--- config.mk ---
export PLATFORM = sky130hd
export DESIGN_NAME = chpf_front
export DESIGN_NICKNAME = d
export VERILOG_FILES = /design/src/hw/rtl/chpf_pkg.sv /design/src/hw/rtl/chpf_front.sv
export SDC_FILE = /design/constraint.sdc
export NUM_CORES = 1
export LEC_CHECK = 0
export ABC_AREA = 1
export ABC_CLOCK_PERIOD_IN_PS = 26700
export BUFFER_PORTS_ARGS = -buffer_cell sky130_fd_sc_hd__buf_2
export CORE_MARGIN = 2
export CORE_UTILIZATION = 55
export DETAILED_ROUTE_END_ITERATION = 10
export PLACE_DENSITY = 0.84
export RECOVER_POWER = 100
export SETUP_SLACK_MARGIN = 0.15
export SYNTH_ARGS = -nofsm -noshare
export SYNTH_HDL_FRONTEND = slang
export SYNTH_SLANG_ARGS = --single-unit
--- constraint.sdc ---
create_clock -name clk_i -period 26.7 [get_ports clk_i]
set_clock_uncertainty 0.1 [all_clocks]
set_input_delay 5.34 -clock clk_i [delete_from_list [all_inputs] [get_ports clk_i]]
set_output_delay 5.34 -clock clk_i [all_outputs]
set_load 0.01 [all_outputs]
--- src/hw/rtl/chpf_pkg.sv ---
package chpf_pkg;

  // default table and list sizes
  localparam int unsigned DEF_MAX_PLANES = 64;
  localparam int unsigned DEF_MAX_POINTS = 256;

  // field widths
  localparam int unsigned SLOT_W   = 6;
  localparam int unsigned NORMAL_W = 17;
  localparam int unsigned COORD_W  = 32;
  localparam int unsigned COUNT_W  = 7;
  localparam int unsigned OSLOT_W  = 8;
  localparam int unsigned TOTAL_W  = 9;
  localparam int unsigned PROD_W   = COORD_W + NORMAL_W;
  localparam int unsigned SUM_W    = PROD_W + 2;
  localparam int unsigned FRAC_W   = 16;

  // stream word widths
  localparam int unsigned IN_TDATA_W  = 192;
  localparam int unsigned OUT_TDATA_W = 120;

  // plane_count after reset
  localparam logic [COUNT_W-1:0] PLANE_COUNT_RESET = 7'd6;

  // operation codes carried on the input tuser
  localparam logic OP_LOAD = 1'b0;
  localparam logic OP_TEST = 1'b1;

  // queue between front and back
  localparam int unsigned QUEUE_DEPTH = 2;
  localparam int unsigned QPTR_W      = $clog2(QUEUE_DEPTH);
  localparam int unsigned QCNT_W      = $clog2(QUEUE_DEPTH + 1);

  // one classified input word
  typedef struct packed {
    logic                       is_point;
    logic                       last;
    logic [SLOT_W-1:0]          slot;
    logic signed [NORMAL_W-1:0] nx;
    logic signed [NORMAL_W-1:0] ny;
    logic signed [NORMAL_W-1:0] nz;
    logic signed [COORD_W-1:0]  off;
    logic signed [COORD_W-1:0]  px;
    logic signed [COORD_W-1:0]  py;
    logic signed [COORD_W-1:0]  pz;
  } item_t;

  // one stored hull plane
  typedef struct packed {
    logic signed [NORMAL_W-1:0] nx;
    logic signed [NORMAL_W-1:0] ny;
    logic signed [NORMAL_W-1:0] nz;
    logic signed [COORD_W-1:0]  off;
  } plane_t;

  // back-end sequencer
  typedef enum logic [1:0] {
    ST_IDLE,
    ST_ISSUE,
    ST_FINISH
  } back_state_e;

endpackage

--- src/hw/rtl/chpf_front.sv ---
module chpf_front
  import chpf_pkg::*;
(
  input  logic                  clk_i,
  input  logic                  rst_ni,
  input  logic                  s_axis_tvalid_i,
  output logic                  s_axis_tready_o,
  input  logic [IN_TDATA_W-1:0] s_axis_tdata_i,
  input  logic                  s_axis_tuser_i,
  input  logic                  s_axis_tlast_i,
  output item_t                 head_o,
  output logic                  head_valid_o,
  input  logic                  pop_i
);

  item_t             entry_q [QUEUE_DEPTH];
  item_t             item_in;
  logic [QPTR_W-1:0] wr_ptr_q, wr_ptr_d;
  logic [QPTR_W-1:0] rd_ptr_q, rd_ptr_d;
  logic [QCNT_W-1:0] cnt_q, cnt_d;
  logic              push;
  logic              pop;

  // unpack and classify the incoming word
  always_comb begin
    item_in.is_point = (s_axis_tuser_i == OP_TEST);
    item_in.last     = s_axis_tlast_i;
    item_in.slot     = s_axis_tdata_i[5:0];
    item_in.nx       = s_axis_tdata_i[22:6];
    item_in.ny       = s_axis_tdata_i[39:23];
    item_in.nz       = s_axis_tdata_i[56:40];
    item_in.off      = s_axis_tdata_i[88:57];
    item_in.px       = s_axis_tdata_i[120:89];
    item_in.py       = s_axis_tdata_i[152:121];
    item_in.pz       = s_axis_tdata_i[184:153];
  end

  // queue handshake
  assign s_axis_tready_o = (cnt_q != QCNT_W'(QUEUE_DEPTH));
  assign push            = s_axis_tvalid_i && s_axis_tready_o;
  assign head_valid_o    = (cnt_q != '0);
  assign pop             = pop_i && head_valid_o;
  assign head_o          = entry_q[rd_ptr_q];

  // pointers and fill level
  always_comb begin
    wr_ptr_d = push ? wr_ptr_q + QPTR_W'(1) : wr_ptr_q;
    rd_ptr_d = pop ? rd_ptr_q + QPTR_W'(1) : rd_ptr_q;
    cnt_d    = cnt_q;
    if (push && !pop) begin
      cnt_d = cnt_q + QCNT_W'(1);
    end else if (pop && !push) begin
      cnt_d = cnt_q - QCNT_W'(1);
    end
  end

  always_ff @(posedge clk_i or negedge rst_ni) begin
    if (!rst_ni) begin
      wr_ptr_q <= '0;
      rd_ptr_q <= '0;
      cnt_q    <= '0;
    end else begin
      wr_ptr_q <= wr_ptr_d;
      rd_ptr_q <= rd_ptr_d;
      cnt_q    <= cnt_d;
    end
  end

  // queue storage
  always_ff @(posedge clk_i) begin
    if (push) begin
      entry_q[wr_ptr_q] <= item_in;
    end
  end

endmodule

# Word-level counts from Yosys, hierarchy flattened
# Memories as Yosys holds them, arrays and structs flattened.
# Index checks and enable logic that the tools add are counted.
# classes
add_sub_neg,4
n_eq_ne,1
n_mux,4
reduce_logical,8
# op_table
op,count
$logic_and A1 B1 Y1,4
$mux W2,2
$reduce_bool A2 Y1,2
$add A1 B1 Y1 const B,2
$add A2 B1 Y2 const B,1
$logic_not A1 Y1,2
$mux W1,2
$ne A2 B2 Y1 const B,1
$sub A2 B1 Y2 const B,1
# word_totals
out_inout_bits,189
n_memories,1
ramBits,374
regBits,4
# memory_table
name,words,width,read_ports,rd_clocked_by_memory_dff,wr,line,text
entry_q,2,187,1,0,1,chpf_front.sv:16,item_t entry_q [QUEUE_DEPTH];

# Depth between registers and ports, before layout
# Gate-level depths: netlist (run 1).
# logic_depth
word_depth,6
mapped_depth,10
mapped_depth_nobuf,10

# Worst setup path before layout (run 1)
# Ideal clock, no wire load.
# synth_path
path_type,input -> register
startpoint,input s_axis_tvalid_i
endpoint,memory entry_q[0][0] in the netlist's numbering (enable)
path_slack_ns,12.659
arrival_ns,13.204
path_stages,2
setup_ns,0.737
cell_sequence,nand2_1 > nor2_1
# synth_via
elab_chain_cells,3
# synth_lines
item,line,text
"start, declared",chpf_front.sv:6,"input logic s_axis_tvalid_i,"
$logic_and A1 B1 Y1,chpf_front.sv:40,assign push = s_axis_tvalid_i && s_axis_tready_o;
$mux W1,chpf_front.sv:71,if (push) begin
$mux W1 (not written as such),chpf_front.sv:72,entry_q[wr_ptr_q] <= item_in;
"end, declared",chpf_front.sv:16,
# No other way between the ends.

==> reports/metrics.cfg, run 1 <==
[clocking]
cts_sinks = 378
cts_hold_buffers = 0
insertion_delay_ps = 500
cts_setup_buffers = 0
tritoncts = done
cts_max_level = 2
clk_pin_slew_ps = 60
numCtsBuffers = 37
clock-root-buffer = clkbuf_16
cts_buffer_depth = 3
cts_resized = 0

[floorplan]
die_w_um = 163
ioPinCount = 387
design.core.area_um2 = 25000
rows = 58
die_h_um = 163
die-area_um2 = 26500
start_util_pct = 55.5

[setup_path]
reg2reg_depth = 3
cp.depth = 5
r2r_end = rd_ptr_q$_DFFE_PN0P_
endpoint = head_o[97]
crit_required_ps = 21260
end_kind = primary output
timing.rr.start = rd_ptr_q$_DFFE_PN0P_
rrSetupSlack_ps = 19510
cp.arrival_ps = 9080
slowest_delay_ps = 4060
critPathKind = reg2out
cpMaxStageDelayCell = clkinvlp_2
crit_chain = clkinvlp_2, clkbuf_1, nand2_1, nand2_1, clkbuf_1
crit_family = buffers and inverters
critPathLaunchType = flip-flop
critPathLaunch = rd_ptr_q$_DFFE_PN0P_
crit_buf_inv = 3
cp_max_fo = 120

[synthesis]
synth_top_area_cell = edfxtp_1
synth_seq_area_share_pct = 81.8
ys_ff_latch = 378
synth_nets = 1204
synth_warnings = 0
synthTopCellsByArea = edfxtp_1, nand2_1, buf_6, buf_2, dfrtp_1
syn_inst = 1005
synth_area_um2 = 13900
syn_avg_cell_area_um2 = 13.8
synth_top_area_share_pct = 81.1
synth.distinct_cells = 15

[cells_and_area]
final_util_pct = 67.3
multiInputGateArea_um2 = 2210
register_area_um2 = 11300
num-nets-final = 1590
areaGrowthSynthToFinish_pct = 21.3
final_cell_mix = nand2_1, edfxtp_1, clkbuf_1
drive_gt1_share_pct = 11.7
final_common_cell = nand2_1
nFillCells = 1802
layoutNonFillerInstCount = 1751

[timing]
slew_headroom_pct = -171
fmax_mhz = 68.9
maxSlewViolCount = 636
fin_crit_sh_pct = 54.4
tightestPinTransition_ps = 4060
setup_viol = 0
whs_ps = 425
hold_viol = 0
fin_tns_setup_ps = 0
setup_ws_ps = 12180
rsz0062_at_grt = false
post-route-min-period_ps = 14520

[routing]
drt_iter0_markers = 818
vias = 8903
drt_wl_total_mm = 31.4
drc = 0
wl_per_cell_um = 17.9
viasPerCell = 5.08
antenna_left = 0
dr.pass1.iters = 5

[global_routing]
grt_pass1_wl_mm = 46.4
antenna_found_initial = 4
grt_pass1_vias = 9004
grt_max_degree = 121
grt-ovfl-total = 0
grt_use_total_pct = 22.9

[place]
dp_slack_ps = 18570
dp.cells = 1682
port_buffers = 379
hpwlAfterDp_mm = 19.3
gp_congestion = 0.754

[outcome]
violations = capacitance limit, slew limit
outcome = finished with violations

[flow_run]
maxCapViolCount = 9

[power_and_ir_drop]
p_leak_nw = 6.60
vdd_ir_drop_max_uv = 82.0
pwr_density_cell_nw_per_um2 = 117

[hold_path]
hold_class = reg2reg

Yosys cell counts:
| cell | count |
|---|---|
| nand3_1 | 2 |
| dfrtp_1 | 4 |
| inv_1 | 6 |
| inv_4 | 1 |
| ha_1 | 1 |
| buf_6 | 13 |
| nand2_1 | 571 |
| buf_2 | 20 |
| buf_4 | 5 |
| nor2_1 | 2 |
| edfxtp_1 | 374 |
| xor2_1 | 1 |
| nand4_1 | 1 |
| clkbuf_1 | 3 |
| xnor2_1 | 1 |
power by group:
part	switching, W	internal [W]	leakage (nW)
logic	0.000417	0.000161	2.49
registers	0.0000466	0.000828	3.53
clock network	0.000208	0.000306	0.585
worst reg2reg max path, cell delays in order (launching register included):
cell and delay (ps):
dfrtp_1 1770, clkinvlp_2 4100, nand3_1 980, nand2_1 100
metrics by stage:
stage	total power (W)	area, um^2
global placement	0.00145	16000
global route	0.00207	16800
floorplan	0.00126	13900
CTS	0.00199	17200
finish	0.00197	16800
detailed placement	0.00146	16000
area by class of cell:
class	count	share of cell area, %
antenna	3	0.0447
clock buffer	45	5.94
clock inverter	21	1.28
inverter	7	0.164
multi-input combinational	579	13.2
sequential	378	67.4
tap	330	2.46
timing repair buffer	388	9.52
routing by layer:
layer | part of all wire [%] | global-route usage (%)
met5 | 0.038 | 0
met4 | 2.8 | 8.09
met1 | 35 | 25.7
met3 | 11 | 7.69
met2 | 52 | 40.9
worst min path at each step:
| stage | start | end | slack [ps] | depth (start not counted) |
|---|---|---|---|---|
| after floorplan | cnt_q[1]$_DFFE_PN0P_ | cnt_q[1]$_DFFE_PN0P_ | 360 | 2 |
| after global placement | cnt_q[1]$_DFFE_PN0P_ | cnt_q[1]$_DFFE_PN0P_ | 380 | 2 |
| after detailed placement | cnt_q[0]$_DFFE_PN0P_ | cnt_q[0]$_DFFE_PN0P_ | 410 | 1 |
| after CTS | cnt_q[0]$_DFFE_PN0P_ | cnt_q[0]$_DFFE_PN0P_ | 420 | 1 |
| after global routing | cnt_q[0]$_DFFE_PN0P_ | cnt_q[0]$_DFFE_PN0P_ | 440 | 1 |
| final | cnt_q[0]$_DFFE_PN0P_ | cnt_q[0]$_DFFE_PN0P_ | 430 | 1 |
cell families after synthesis:
kind of cell	Yosys count	synth area share [%]
xor+xnor	2	0.126
buf+inv	48	2.34
flops	378	81.8
fa+ha+maj	1	0.0903
simple gates	576	15.6
registers in the layout, summed over array words and instances, names as in the netlist:
name / cells
entry_q: 374
cnt_q: 2
rd_ptr_q: 1
wr_ptr_q: 1
Power figures use the tool's default switching activity.
==> run 2, diff against run 1 <==
Settings changed: ABC_CLOCK_PERIOD_IN_PS 26700 to 12450, CORE_UTILIZATION 55 to 47, PLACE_DENSITY 0.84 to 0.76.
Clock period 26.7 ns to 12.45 ns, I/O delays scaled along.
==> run 2 against run 1 <==
Effect of this change:
- first-iteration DRC count down 31%
- clock power up 96%
- power up 110%
- cell count up 3.0%
- critical endpoint is now head_o[148]
- the run still ends with capacitance limit, slew limit left
- highest routed layer is now met4
- non-clock buffer count up 2
- critical path depth unchanged
- clock-buffer cell count up 2
- core utilization down 9.3 points
- combinational power up 110%
==> reports/metrics.cfg, run 2 (synthesis results as in run 1) <==
[outcome]
outcome = finished with violations
violations = capacitance limit, slew limit

[clocking]
clock-root-buffer = clkbuf_16
cts_hold_buffers = 0  ; unchanged
tritoncts = done
numCtsBuffers = 37  ; unchanged
cts_max_level = 2  ; unchanged
cts_sinks = 378  ; unchanged
insertion_delay_ps = 500  ; about the same
clk_pin_slew_ps = 60  ; about the same
cts_buffer_depth = 3  ; unchanged
cts_setup_buffers = 0  ; unchanged
cts_resized = 0  ; unchanged

[cells_and_area]
final_common_cell = nand2_1
regMostFlops = entry_q
final_util_pct = 58.0  ; -9.3 points
multiInputGateArea_um2 = 2200  ; -0.34%
register_area_um2 = 11300  ; about the same
nFillCells = 2424  ; +35%
drive_gt1_share_pct = 10.5  ; -1.2 points
final_cell_mix = nand2_1, edfxtp_1, clkbuf_1
postLayoutCellArea_um2 = 16700  ; -0.39%
areaGrowthSynthToFinish_pct = 20.8
largest_registers = entry_q x374, cnt_q x2
largest_register_ffs = 374  ; unchanged
num-nets-final = 1592  ; +0.13%

[flow_run]
maxCapViolCount = 9  ; unchanged

[setup_path]
cpMaxStageDelayCell = clkinvlp_2
cp.arrival_ps = 5220  ; -3860 ps
crit_family = buffers and inverters
critPathLaunchType = flip-flop
cp_max_fo = 101  ; -16%
crit_buf_inv = 3  ; unchanged
crit_required_ps = 9860  ; -11400 ps
critPathKind = reg2out
cpMostUsedCell = nand2_1
crit_chain = clkinvlp_2, buf_4, nand2_1, nand2_1, clkbuf_1
end_kind = primary output
slowest_delay_ps = 2390  ; -1670 ps

[timing]
fin_tns_setup_ps = 0  ; unchanged
rsz0062_at_grt = false
tightestPinTransition_ps = 3210  ; -849 ps
fin_crit_sh_pct = 62.7
slew_headroom_pct = -115  ; +55 points
post-route-min-period_ps = 7810
setup_viol = 0  ; unchanged
maxSlewViolCount = 475  ; -25%
setup_ws_ps = 4640  ; -7540 ps
fmax_mhz = 128
hold_viol = 0  ; unchanged

[global_routing]
met1_usage_pct = 21.0  ; -4.7 points
grt_max_degree = 102  ; -16%
grt_use_met3_pct = 5.71  ; -2.0 points
grt_pass1_vias = 8492  ; -5.7%
antenna_found_initial = 3  ; -1
met2_usage_pct = 32.8  ; -8.1 points
grt_pass1_wl_mm = 44.0  ; -5.1%
grt_busiest_layer = met2
grt_use_total_pct = 18.4  ; -4.5 points
grt-ovfl-total = 0  ; unchanged

[routing]
vias = 8638  ; -3.0%
viasPerCell = 4.79  ; -5.8%
drt_iter0_markers = 566  ; -31%
wl_per_cell_um = 16.4  ; -8.6%
antenna_left = 0  ; unchanged
drt_wl_total_mm = 29.6  ; -5.9%
drc = 0  ; unchanged
dr.pass1.iters = 7  ; +2

[power_and_ir_drop]
p_leak_nw = 6.52  ; -1.3%
vdd_ir_drop_max_uv = 175  ; +110%
power.switching_w = 0.00139  ; +110%
total_power_w = 0.00406  ; +110%
switching_share_pct = 34.2  ; +0.069 points
clockPowerShare_pct = 24.9  ; -1.3 points
power_frac_seq_pct = 45.0  ; +0.5 points
power_frac_comb_pct = 30.1  ; +0.7 points
intPower_w = 0.00267  ; +110%
pwr_density_cell_nw_per_um2 = 243  ; +110%

[floorplan]
start_util_pct = 48.0  ; -7.5 points
ioPinCount = 387  ; unchanged
design.core.area_um2 = 28900  ; +16%
die_w_um = 176  ; +8.0%
rows = 62  ; +6.9%
die-area_um2 = 30900  ; +17%
die_h_um = 176  ; +8.0%

[place]
hpwlAfterDp_mm = 19.4  ; +0.51%
gp_congestion = 0.746  ; -1.1%
dpl-instance-area_um2 = 16000  ; +0.52%
dp_slack_ps = 7360  ; -11210 ps
port_buffers = 379  ; unchanged

[hold_path]
hold_class = reg2reg

-- run 2: cell count changes in the layout (fill, tap and decap cells not counted) --
cell,before,now
nor2_1,0,1
clkbuf_16,39,37
buf_2,108,98
dfrtp_4,0,1
buf_4,2,3
nor2_4,2,1
clkinvlp_4,3,2
inv_6,3,0
buf_1,2,1
bufinv_16,4,2
clkbuf_1,282,298
dfrtp_1,4,3
-- run 2: layout make-up --
type,count,area share [%]
Multi-Input combinational cell,579,13.2
Clock inverter,15,0.725
Sequential cell,378,67.7
Timing Repair Buffer,390,9.55
Clock buffer,47,5.76
Antenna cell,3,0.0449
Inverter,7,0.164
Tap cell,384,2.87
-- run 2: worst register-to-register path, delay by kind of cell, from the launching register on --
| kind | cells | cell delay (ps) |
|---|---|---|
| flip-flops | 1 | 400 |
| AND/OR/NAND/NOR | 3 | 450 |
| buffers and inverters | 3 | 4180 |
-- run 2: power groups by stage --
| stage | Clock, W | Combinational [W] | Sequential (W) |
|---|---|---|---|
| after global routing | 0.00108 | 0.00137 | 0.00185 |
| after CTS | 0.00104 | 0.00132 | 0.00181 |
| final | 0.00101 | 0.00122 | 0.00183 |
| after detailed placement | 0 | 0.00132 | 0.00183 |
| after floorplan | 0 | 0.000793 | 0.00191 |
| after global placement | 0 | 0.00130 | 0.00182 |
-- run 2: metrics by stage --
step,cells,hold WS [ps]
floorplan,1005,362
global placement,1738,380
detailed placement,1738,413
CTS,1800,430
global route,1800,476
finish,1803,435
-- run 2: worst paths after layout --
| path | startpoint | endpoint | slack, ps | cells past startpoint |
|---|---|---|---|---|
| worst max-delay path | rd_ptr_q$_DFFE_PN0P_ | head_o[148] | 4640 | 5 |
| min in group asynchronous | rst_ni | wr_ptr_q$_DFFE_PN0P_ | 1710 | 1 |
| max in group asynchronous | rst_ni | rd_ptr_q$_DFFE_PN0P_ | 10320 | 1 |
| worst max register to register | cnt_q[0]$_DFFE_PN0P_ | entry_q[1][119]$_DFFE_PP_ | 6840 | 6 |
| worst min-delay path | cnt_q[1]$_DFFE_PN0P_ | cnt_q[1]$_DFFE_PN0P_ | 440 | 2 |
| worst min register to register | cnt_q[1]$_DFFE_PN0P_ | cnt_q[1]$_DFFE_PN0P_ | 440 | 2 |
-- run 2: per-layer routing --
layer / share of wire (%) / wire length [um]
met4: 3.6 / 1060
met5: 0 / 0
met2: 51 / 15000
met1: 36 / 10500
met3: 10 / 2980
